File: src/hdl/air_quality_index_composite_assert.svh
// Assertion macros for the air quality index composite block
`ifndef AIR_QUALITY_INDEX_COMPOSITE_ASSERT_SVH
`define AIR_QUALITY_INDEX_COMPOSITE_ASSERT_SVH

// same-cycle implication
`define AQI_ASSERT_NOW(label, clk, rst_n, ante, cons) \
  label: assert property (@(posedge clk) disable iff (!(rst_n)) (ante) |-> (cons)) \
    else $error("aqi assertion failed");

// next-cycle implication
`define AQI_ASSERT_NEXT(label, clk, rst_n, ante, cons) \
  label: assert property (@(posedge clk) disable iff (!(rst_n)) (ante) |=> (cons)) \
    else $error("aqi assertion failed");

`endif

File: src/hdl/aqi_pkg.sv
// Shared types, breakpoint tables and slope constants for the AQI block
package aqi_pkg;

  localparam int unsigned NSeg      = 7;
  localparam int unsigned SegW      = 3;
  localparam int unsigned ConcW     = 14;
  localparam int unsigned DxW       = 11;
  localparam int unsigned SlopeFrac = 24;
  localparam int unsigned SlopeW    = 25;
  localparam int unsigned AqiW      = 9;
  localparam int unsigned ProdW     = DxW + SlopeW;
  localparam logic [AqiW-1:0] AqiTop = 9'd500;

  typedef enum logic [1:0] {
    SRC_PM25 = 2'd0,
    SRC_PM10 = 2'd1,
    SRC_CO   = 2'd2
  } src_e;

  typedef struct packed {
    logic [ConcW-1:0]  clo;
    logic [ConcW-1:0]  chi;
    logic [AqiW-1:0]   ilo;
    logic [SlopeW-1:0] slope;
  } seg_t;

  typedef struct packed {
    logic en_a;
    logic en_b;
  } lane_en_t;

  typedef struct packed {
    logic [AqiW-1:0] sub;
    logic            over;
  } lane_res_t;

  localparam seg_t Pm25Tab [NSeg] = '{
    '{14'd0,    14'd120,  9'd0,   25'(((64'd50 << SlopeFrac) + 64'd119)  / 64'd120)},
    '{14'd121,  14'd354,  9'd51,  25'(((64'd49 << SlopeFrac) + 64'd232)  / 64'd233)},
    '{14'd355,  14'd554,  9'd101, 25'(((64'd49 << SlopeFrac) + 64'd198)  / 64'd199)},
    '{14'd555,  14'd1504, 9'd151, 25'(((64'd49 << SlopeFrac) + 64'd948)  / 64'd949)},
    '{14'd1505, 14'd2504, 9'd201, 25'(((64'd99 << SlopeFrac) + 64'd998)  / 64'd999)},
    '{14'd2505, 14'd3504, 9'd301, 25'(((64'd99 << SlopeFrac) + 64'd998)  / 64'd999)},
    '{14'd3505, 14'd5000, 9'd401, 25'(((64'd99 << SlopeFrac) + 64'd1494) / 64'd1495)}
  };

  localparam seg_t Pm10Tab [NSeg] = '{
    '{14'd0,   14'd54,  9'd0,   25'(((64'd50 << SlopeFrac) + 64'd53) / 64'd54)},
    '{14'd55,  14'd154, 9'd51,  25'(((64'd49 << SlopeFrac) + 64'd98) / 64'd99)},
    '{14'd155, 14'd254, 9'd101, 25'(((64'd49 << SlopeFrac) + 64'd98) / 64'd99)},
    '{14'd255, 14'd354, 9'd151, 25'(((64'd49 << SlopeFrac) + 64'd98) / 64'd99)},
    '{14'd355, 14'd424, 9'd201, 25'(((64'd99 << SlopeFrac) + 64'd68) / 64'd69)},
    '{14'd425, 14'd504, 9'd301, 25'(((64'd99 << SlopeFrac) + 64'd78) / 64'd79)},
    '{14'd505, 14'd604, 9'd401, 25'(((64'd99 << SlopeFrac) + 64'd98) / 64'd99)}
  };

  localparam seg_t CoTab [NSeg] = '{
    '{14'd0,   14'd44,  9'd0,   25'(((64'd50 << SlopeFrac) + 64'd43)  / 64'd44)},
    '{14'd45,  14'd94,  9'd51,  25'(((64'd49 << SlopeFrac) + 64'd48)  / 64'd49)},
    '{14'd95,  14'd124, 9'd101, 25'(((64'd49 << SlopeFrac) + 64'd28)  / 64'd29)},
    '{14'd125, 14'd154, 9'd151, 25'(((64'd49 << SlopeFrac) + 64'd28)  / 64'd29)},
    '{14'd155, 14'd304, 9'd201, 25'(((64'd99 << SlopeFrac) + 64'd148) / 64'd149)},
    '{14'd305, 14'd404, 9'd301, 25'(((64'd99 << SlopeFrac) + 64'd98)  / 64'd99)},
    '{14'd405, 14'd504, 9'd401, 25'(((64'd99 << SlopeFrac) + 64'd98)  / 64'd99)}
  };

  function automatic seg_t seg_entry(src_e src, logic [SegW-1:0] k);
    seg_t s;
    s = Pm25Tab[k];
    unique case (src)
      SRC_PM25: s = Pm25Tab[k];
      SRC_PM10: s = Pm10Tab[k];
      SRC_CO:   s = CoTab[k];
      default:  s = Pm25Tab[k];
    endcase
    return s;
  endfunction

endpackage

File: src/hdl/aqi_lane.sv
// One sub-index lane: segment search, then fixed-point interpolation
module aqi_lane #(
  parameter aqi_pkg::src_e Src = aqi_pkg::SRC_PM25
) (
  input  logic                     clk_i,
  input  logic [aqi_pkg::ConcW-1:0] conc_i,
  input  aqi_pkg::lane_en_t        en_i,
  output aqi_pkg::lane_res_t       res_o
);
  import aqi_pkg::*;

  seg_t              seg_tab [NSeg];
  logic [SegW-1:0]   sel;
  logic              over_a;
  logic [ConcW-1:0]  diff;

  logic [DxW-1:0]    dx_q,    dx_d;
  logic [SlopeW-1:0] slope_q, slope_d;
  logic [AqiW-1:0]   ilo_q,   ilo_d;
  logic              over_q;

  logic [ProdW-1:0]  prod;
  logic [ProdW-SlopeFrac:0] sum;
  lane_res_t         res_q, res_d;

  always_comb begin
    for (int k = 0; k < NSeg; k++) begin
      seg_tab[k] = seg_entry(Src, SegW'(k));
    end
    sel = SegW'(NSeg - 1);
    for (int k = NSeg - 1; k >= 0; k--) begin
      if (conc_i <= seg_tab[k].chi) begin
        sel = SegW'(k);
      end
    end
    over_a = conc_i > seg_tab[NSeg-1].chi;
    diff   = conc_i - seg_tab[sel].clo;
    if (over_a) begin
      dx_d    = '0;
      slope_d = '0;
      ilo_d   = AqiTop;
    end else begin
      dx_d    = diff[DxW-1:0];
      slope_d = seg_tab[sel].slope;
      ilo_d   = seg_tab[sel].ilo;
    end
  end

  always_ff @(posedge clk_i) begin
    if (en_i.en_a) begin
      dx_q    <= dx_d;
      slope_q <= slope_d;
      ilo_q   <= ilo_d;
      over_q  <= over_a;
    end
  end

  always_comb begin
    prod = ProdW'(dx_q) * ProdW'(slope_q);
    sum  = (ProdW-SlopeFrac+1)'(prod[ProdW-1:SlopeFrac]) + (ProdW-SlopeFrac+1)'(ilo_q);
    res_d.over = over_q;
    if (sum > (ProdW-SlopeFrac+1)'(AqiTop)) begin
      res_d.sub = AqiTop;
    end else begin
      res_d.sub = sum[AqiW-1:0];
    end
  end

  always_ff @(posedge clk_i) begin
    if (en_i.en_b) begin
      res_q <= res_d;
    end
  end

  assign res_o = res_q;

endmodule

File: src/hdl/aqi_merge.sv
// Merge stage: maximum of the lanes, dominant source and over-range flag
module aqi_merge (
  input  logic                        clk_i,
  input  logic                        en_i,
  input  aqi_pkg::lane_res_t          pm25_i,
  input  aqi_pkg::lane_res_t          pm10_i,
  input  aqi_pkg::lane_res_t          co_i,
  output logic [aqi_pkg::AqiW-1:0]    aqi_composite_o,
  output logic [aqi_pkg::AqiW-1:0]    aqi_pm25_o,
  output logic [aqi_pkg::AqiW-1:0]    aqi_pm10_o,
  output logic [aqi_pkg::AqiW-1:0]    aqi_co_o,
  output aqi_pkg::src_e               dominant_source_o,
  output logic                        over_range_o
);
  import aqi_pkg::*;

  logic [AqiW-1:0] mx_d,  mx_q;
  src_e            dom_d, dom_q;
  logic [AqiW-1:0] a25_q, a10_q, aco_q;
  logic            over_q;

  // ties go to the later source
  always_comb begin
    mx_d  = pm25_i.sub;
    dom_d = SRC_PM25;
    if (pm10_i.sub >= mx_d) begin
      mx_d  = pm10_i.sub;
      dom_d = SRC_PM10;
    end
    if (co_i.sub >= mx_d) begin
      mx_d  = co_i.sub;
      dom_d = SRC_CO;
    end
  end

  always_ff @(posedge clk_i) begin
    if (en_i) begin
      mx_q   <= mx_d;
      dom_q  <= dom_d;
      a25_q  <= pm25_i.sub;
      a10_q  <= pm10_i.sub;
      aco_q  <= co_i.sub;
      over_q <= pm25_i.over | pm10_i.over | co_i.over;
    end
  end

  assign aqi_composite_o   = mx_q;
  assign aqi_pm25_o        = a25_q;
  assign aqi_pm10_o        = a10_q;
  assign aqi_co_o          = aco_q;
  assign dominant_source_o = dom_q;
  assign over_range_o      = over_q;

endmodule

File: src/hdl/air_quality_index_composite.sv
// Top level: three AQI lanes, merge stage and pipeline handshake
// Pipeline stages from input beat to output valid: search, multiply, merge.
// Throughput: one beat per cycle; each stage advances whenever the one after it
// is empty or draining, so a stalled output only blocks once the pipe is full.
// Reset (rst_ni, async, active low) clears the stage valid bits only;
// the lane and merge data registers are not reset.
module air_quality_index_composite (
  input  logic                        clk_i,
  input  logic                        rst_ni,
  input  logic                        in_valid_i,
  output logic                        in_ready_o,
  input  logic [13:0]                 pm25_tenths_i,
  input  logic [10:0]                 pm10_ug_i,
  input  logic [9:0]                  co_tenths_ppm_i,
  output logic                        out_valid_o,
  input  logic                        out_ready_i,
  output logic [8:0]                  aqi_composite_o,
  output logic [8:0]                  aqi_pm25_o,
  output logic [8:0]                  aqi_pm10_o,
  output logic [8:0]                  aqi_co_o,
  output logic [1:0]                  dominant_source_o,
  output logic                        over_range_o
);
  import aqi_pkg::*;

  `include "air_quality_index_composite_assert.svh"

  logic      v1_q, v2_q, v3_q;
  logic      en1, en2, en3;
  lane_en_t  lane_en;
  lane_res_t res_pm25, res_pm10, res_co;
  src_e      dom;

  assign en3        = !v3_q || out_ready_i;
  assign en2        = !v2_q || en3;
  assign en1        = !v1_q || en2;
  assign in_ready_o = en1;
  assign lane_en    = '{en_a: en1, en_b: en2};

  always_ff @(posedge clk_i or negedge rst_ni) begin
    if (!rst_ni) begin
      v1_q <= 1'b0;
      v2_q <= 1'b0;
      v3_q <= 1'b0;
    end else begin
      if (en1) v1_q <= in_valid_i;
      if (en2) v2_q <= v1_q;
      if (en3) v3_q <= v2_q;
    end
  end

  aqi_lane #(.Src(SRC_PM25)) u_lane_pm25 (
    .clk_i  (clk_i),
    .conc_i (pm25_tenths_i),
    .en_i   (lane_en),
    .res_o  (res_pm25)
  );

  aqi_lane #(.Src(SRC_PM10)) u_lane_pm10 (
    .clk_i  (clk_i),
    .conc_i (ConcW'(pm10_ug_i)),
    .en_i   (lane_en),
    .res_o  (res_pm10)
  );

  aqi_lane #(.Src(SRC_CO)) u_lane_co (
    .clk_i  (clk_i),
    .conc_i (ConcW'(co_tenths_ppm_i)),
    .en_i   (lane_en),
    .res_o  (res_co)
  );

  aqi_merge u_merge (
    .clk_i             (clk_i),
    .en_i              (en3),
    .pm25_i            (res_pm25),
    .pm10_i            (res_pm10),
    .co_i              (res_co),
    .aqi_composite_o   (aqi_composite_o),
    .aqi_pm25_o        (aqi_pm25_o),
    .aqi_pm10_o        (aqi_pm10_o),
    .aqi_co_o          (aqi_co_o),
    .dominant_source_o (dom),
    .over_range_o      (over_range_o)
  );

  assign dominant_source_o = dom;
  assign out_valid_o       = v3_q;

  `AQI_ASSERT_NOW(a_comp_is_max, clk_i, rst_ni, out_valid_o, (aqi_composite_o >= aqi_pm25_o) && (aqi_composite_o >= aqi_pm10_o) && (aqi_composite_o >= aqi_co_o))
  `AQI_ASSERT_NOW(a_dom_tie_rule, clk_i, rst_ni, out_valid_o, (dom == SRC_CO && aqi_composite_o == aqi_co_o) || (dom == SRC_PM10 && aqi_composite_o == aqi_pm10_o && aqi_pm10_o != aqi_co_o) || (dom == SRC_PM25 && aqi_composite_o == aqi_pm25_o && aqi_pm25_o != aqi_pm10_o && aqi_pm25_o != aqi_co_o))
  `AQI_ASSERT_NOW(a_over_saturates, clk_i, rst_ni, out_valid_o && over_range_o, aqi_composite_o == AqiTop)
  `AQI_ASSERT_NEXT(a_stage_holds, clk_i, rst_ni, v1_q && !en2, v1_q && v2_q && v3_q)

endmodule
File: config.mk
export PLATFORM = sky130hd
export DESIGN_NAME = air_quality_index_composite
export DESIGN_NICKNAME = d
export VERILOG_FILES = /design/src/hdl/aqi_pkg.sv /design/src/hdl/aqi_lane.sv /design/src/hdl/aqi_merge.sv /design/src/hdl/air_quality_index_composite.sv
export VERILOG_INCLUDE_DIRS = /design/src /design/src/hdl
export SDC_FILE = /design/constraint.sdc
export NUM_CORES = 2
export LEC_CHECK = 0
export BUFFER_PORTS_ARGS = -buffer_cell sky130_fd_sc_hd__buf_2
export CAP_MARGIN = 15
export CORE_MARGIN = 2
export CORE_UTILIZATION = 53
export CTS_CLUSTER_SIZE = 16
export DETAILED_ROUTE_END_ITERATION = 12
export PLACE_DENSITY = 0.72
export SLEW_MARGIN = 5
export SYNTH_ARGS = -nofsm -noshare
export SYNTH_HDL_FRONTEND = slang
export SYNTH_HIERARCHICAL = 1
export SYNTH_SLANG_ARGS = --single-unit
File: constraint.sdc
create_clock -name clk_i -period 18.8 [get_ports clk_i]
set_input_delay 3.76 -clock clk_i [delete_from_list [all_inputs] [get_ports clk_i]]
set_output_delay 3.76 -clock clk_i [all_outputs]
set_load 0.03 [all_outputs]
After elaboration in Yosys (flattened, before gate mapping)
Memory sizes are Yosys's and may differ from the RTL's.
Index checks and enable logic that the tools add are counted.
- memory bits (read-only): 1488
- input bits: 39
- output and inout bits: 41
- word-level logic and storage cells: 106
- memories: 3
- bits in registers: 210
- memories (memory ; words ; bits a word ; read ports ; clocked after Yosys merged registers in ; wr ports ; line ; text):
    (no name shown) ; 8 ; 62 ; 1 ; 0 ; 0 ; aqi_lane.sv:37 ; diff = conc_i - seg_tab[sel].clo;
    (no name shown) ; 8 ; 62 ; 1 ; 0 ; 0 ; aqi_lane.sv:37 ;
    (no name shown) ; 8 ; 62 ; 1 ; 0 ; 0 ; aqi_lane.sv:37 ;
- bitwise logic cells: 5
- order comparisons: 29
- multiply operators: 3
- add/sub/neg operators: 6
- reductions and logical operators: 6
- mux-type cells: 27
- operators with widths (operator ; count):
    2-to-1 mux 59 bit ; 6
    multiplier 11 x 25 -> 36 bit ; 3
    adder 12 x 9 -> 13 bit ; 3
    > comparator 13 x 9 -> 1 bit, second input constant ; 3
    2-to-1 mux 3 bit ; 12
    less-or-equal comparator 11 x 9 -> 1 bit, second input constant ; 3
    less-or-equal comparator 14 x 12 -> 1 bit, second input constant ; 2
    less-or-equal comparator 11 x 8 -> 1 bit, second input constant ; 2
    subtractor 11 bit ; 2
    less-or-equal comparator 10 x 7 -> 1 bit, second input constant ; 2
    less-or-equal comparator 10 x 9 -> 1 bit, second input constant ; 2
    greater-or-equal comparator 9 bit ; 2
    2-to-1 mux 9 bit ; 2
    > comparator 14 x 13 -> 1 bit, second input constant ; 1
    less-or-equal comparator 14 x 10 -> 1 bit, second input constant ; 1
    less-or-equal comparator 14 x 11 -> 1 bit, second input constant ; 1
    less-or-equal comparator 14 x 7 -> 1 bit, second input constant ; 1
    less-or-equal comparator 14 x 9 -> 1 bit, second input constant ; 1
    greater-or-equal comparator 4 bit, second input constant ; 3
    2-to-1 mux 2 bit ; 6
    inverter 3 -> 4 bit ; 3
    > comparator 11 x 10 -> 1 bit, second input constant ; 1
    less-or-equal comparator 11 x 6 -> 1 bit, second input constant ; 1
    subtractor 10 x 11 -> 11 bit ; 1
    other kinds (7) ; 12

Longest topological paths before layout
- depth in word-level cells: 12
- gate-level depth with buffers: 31

By module
The synthesis kept the hierarchy.
- by module, submodules not included (module ; instances ; area each (µm²) ; cells each):
    aqi_lane (u_lane_pm25) ; 1 ; 10649.0 ; 1154
    aqi_lane (u_lane_pm10) ; 1 ; 10500.1 ; 1139
    aqi_lane (u_lane_co) ; 1 ; 9631.7 ; 1025
    aqi_merge ; 1 ; 1919.3 ; 144
    air_quality_index_composite ; 1 ; 130.1 ; 11

Worst setup path before layout
No wires, ideal clock.
- path type: input -> output
- start: input port out_ready_i
- end: output port in_ready_o
- setup slack: 8620 ps
- data arrival time: 6420 ps
- path buffers: 0
- stages: 2
- cell sequence: nor2b_4 nand3_1
- word-level cells in the longest chain between the ends: 3
- RTL lines (item ; line ; text):
    from (decl) ; air_quality_index_composite.sv:16 ; input logic out_ready_i,
    logical OR 1 bit ; air_quality_index_composite.sv:34 ; assign en3 = !v3_q || out_ready_i;
    logical OR 1 bit ; air_quality_index_composite.sv:35 ; assign en2 = !v2_q || en3;
    logical OR 1 bit ; air_quality_index_composite.sv:36 ; assign en1 = !v1_q || en2;
    to (decl) ; air_quality_index_composite.sv:11 ; output logic in_ready_o,
Every way passes these cells.

Worst setup path after layout
- start: register u_lane_co.slope_q[21]
- end: register u_lane_co.res_q, in the netlist u_lane_co/res_o[1], data pin
- word-level cells in the longest chain between the ends: 3
- RTL lines (item ; line ; text):
    from (decl) ; aqi_lane.sv:18 ; logic [SlopeW-1:0] slope_q, slope_d;
    multiplier 11 x 25 -> 36 bit (*) ; aqi_lane.sv:59 ; prod = ProdW'(dx_q) * ProdW'(slope_q);
    adder 12 x 9 -> 13 bit (*) ; aqi_lane.sv:60 ; sum = (ProdW-SlopeFrac+1)'(prod[ProdW-1:SlopeFrac]) + (ProdW-SlopeFrac+1)'(ilo_q);
    > comparator 13 x 9 -> 1 bit ; aqi_lane.sv:62 ; if (sum > (ProdW-SlopeFrac+1)'(AqiTop)) begin
    to (signal assigned) ; aqi_lane.sv:71 ; res_q <= res_d;
    to (decl) ; aqi_lane.sv:24 ; lane_res_t res_q, res_d;
Every way passes the cells marked *; elsewhere a longest branch is shown, timed or not.
A chain may end at the register's enable or synchronous reset.

==> impl_metrics.py <==
metrics = {
    "outcome": {
        "status": "finished, final reports clean",
    },
    "timing": {
        "tightest_slew_ps": 1370,
        "hold_ws_ps": 429,
        "slew_viol_final": 0,
        "slew_headroom": 0.0814,
        "fin_ws_ps": 10070,
        "fmax_ghz": 0.115,
        "fin_tns_setup_ps": 0,
        "fin_crit_ps": 8730,
        "setup_viol": 0,
        "hold_violations": 0,
        "fin_crit_sh": 0.464,
        "finClkSkew_ps": 8.74,
        "rsz0062_at_grt": "false",
    },
    "worst_setup_path": {
        "crit_fanout": 14,
        "crit_required_ps": 19020,
        "crit_type": "reg2reg",
        "cp_common_cell": "fa_1",
        "cp-end-kind": "flop",
        "crit_family": "adder cells",
        "startpoint_type": "flop",
        "critPathBufInv": 2,
        "cp.arrival_ps": 8950,
        "cp_slowest_cell": "a221oi_1",
        "critPathMaxStageDelay_ps": 710,
    },
    "yosys": {
        "synthFlopType": "edfxtp_1",
        "synth.yosys.warnings": 6,
        "synth_seq_cells": 177,
        "synth.most_common_cell": "inv_1",
        "synth_area_per_cell_um2": 9.45,
        "ys_async_sr_fraction": 0.0169,
        "synth_top_area_cell": "fa_1",
        "syn_area_um2": 32800,
        "synth_top_area_share": 0.327,
        "synthesis.instances": 3473,
        "synth_edf_count": 174,
        "synth_common_cells": "786 x inv_1, 536 x fa_1, 373 x ha_1",
        "seq_area_frac_synth": 0.161,
        "synthDistinctLibCells": 104,
        "yosys-top-cells-area": "fa_1 33%, edfxtp_1 16%, ha_1 14%, inv_1 9.0%, and2_1 4.6%",
    },
    "place": {
        "dp_slack_ps": 10150,
        "port_buffers": 79,
        "routabilityCongestion": 0.980,
        "place_hpwl_mm": 68.2,
    },
    "clocking": {
        "cts_hold_buf": 0,
        "htree_levels": 4,
        "cts.path.max_buffers": 2,
        "root_buffer": "clkbuf_16",
        "cts_resized": 0,
        "clock_latency_ps": 470,
        "cts_made_buffers": 17,
        "cts_tree": "yes",
        "path_clk_slew_ps": 70,
        "cts_sinks": 177,
        "cts_setup_buffers": 0,
    },
    "global_route": {
        "grt_pass1_wl_mm": 133,
        "grt_overflow": 0,
        "gr-usage-all-layers": 0.270,
        "first_global_vias": 25100,
        "grt_max_degree": 73,
        "antenna_found_initial": 0,
    },
    "floorplanning": {
        "row_count": 91,
        "die_h_um": 253,
        "io_pins": 80,
        "die_area_um2": 64000,
        "die_w_um": 253,
        "coreArea_um2": 61500,
        "start_util": 0.534,
    },
    "final_layout": {
        "nets": 4432,
        "fillCellCount": 5441,
        "area_delta_synth_final_pct": 5.00,
        "drive_gt1_frac": 0.0506,
        "antenna-diode-count": 0,
    },
    "routing": {
        "wl_met3_mm": 6.32,
        "top_layer": "met4",
        "wl_met2_mm": 39.1,
        "wl_per_cell_um": 19.3,
        "drtIter0Drc": 1803,
        "wl_met1_mm": 33.9,
        "viasPerCell": 5.62,
        "wl_mm": 82.7,
        "vias": 24100,
        "drc": 0,
        "ant_nets": 0,
        "dr.pass1.iters": 6,
    },
    "power": {
        "irDropWorstVdd_mv": 0.110,
        "power_density_nw_per_um2": 71.0,
        "leakage_nw": 17.7,
    },
    "worst_hold_path": {
        "hold_class": "reg2reg",
    },
    "run": {
        "cap_violations": 0,
    },
}
-- power breakdown --
group	internal, mW	switching, mW	total, mW	leakage (nW)
clock	0.188	0.175	0.364	0.287
sequential	0.552	0.138	0.690	1.80
combinational	0.530	0.862	1.39	15.6
-- kinds of logic (layout without fill, tap and decap cells) --
kind of cell | after synthesis | count (layout) | share of synthesized area
fa+ha+maj | 909 | 909 | 0.469
other cells | 1 | 9 | 0.000114
flops | 177 | 177 | 0.161
mux | 5 | 5 | 0.00156
buf+inv | 889 | 905 | 0.103
simple gates | 953 | 953 | 0.147
compound gates | 462 | 462 | 0.0971
xor+xnor | 77 | 77 | 0.0210
-- registers in the layout, indices dropped and copies added, names as in the netlist, 10 cells and up --
register and count:
u_lane_pm10/slope_q 13, u_lane_co/res_o 10, u_lane_pm25/dx_q 11, u_lane_pm10/dx_q 11
u_lane_pm10/res_o 10, u_lane_co/dx_q 11, u_lane_pm25/res_o 10, u_lane_pm25/slope_q 21
-- layer usage --
metal,vias to the layer above,global-route usage
met4,0,0.104
met2,914,0.442
met3,187,0.0543
met5,-,0
li1,11100,-
met1,11900,0.355
-- worst reg2reg max path: cells and delay by family (launching register included) --
family | cells | cell delay [ps]
adder cells (fa/ha/maj) | 8 | 3290
buffers and inverters | 2 | 100
flip-flops | 1 | 680
AND/OR/NAND/NOR | 4 | 1200
XOR/XNOR | 3 | 590
AO/OA/AOI/OAI | 9 | 2620
-- cell type report --
cell class	count	area (µm²)	area share
clock buffers	17	425	0.0123
clock inverters	15	164	0.00475
inverters	789	2960	0.0859
multi-input cells	2415	24200	0.702
flip-flops and latches	177	5300	0.154
well taps	790	988	0.0287
repair buffers	84	433	0.0126
-- final timing paths --
path                                        from                   end  slack, ps  cells after the start
setup / recovery           u_lane_co/slope_q[21]    u_lane_co/res_o[1]      10070                     26
hold / removal                u_lane_pm10/over_q  u_lane_pm10/res_o[0]        430                      0
setup reg to reg           u_lane_co/slope_q[21]    u_lane_co/res_o[1]      10070                     26
hold reg to reg               u_lane_pm10/over_q  u_lane_pm10/res_o[0]        430                      0
max in group asynchronous                 rst_ni           out_valid_o      15630                      1
min in group asynchronous                 rst_ni           out_valid_o       3070                      1
-- placed cells by master (no fill, tap or decap), drive strengths merged, types with 19 or more instances in the layout --
cell type / n
nand2: 364
o21a: 22
inv: 796
xnor2: 53
nand4: 20
a31oi: 26
and4: 20
xor2: 24
nor2b: 19
nand2b: 25
nor2: 117
o21ai: 112
nor3: 37
nand3: 48
a21oi: 128
and2: 245
buf: 84
edfxtp: 174
ha: 373
fa: 536
a21o: 34
a211oi: 24
-- stage by stage --
step | instance area, µm² | util | power, mW | cells
after floorplan | 32900 | - | 1.67 | 3481
after global placement | 33900 | 0.551 | 2.04 | 4255
after detailed placement | 33900 | 0.551 | 2.07 | 4255
after CTS | 34500 | 0.561 | 2.45 | 4287
after global routing | 34500 | 0.561 | 2.65 | 4287
final | 34500 | 0.561 | 2.45 | 4287
Note: power is estimated with default switching activity, not from simulation.
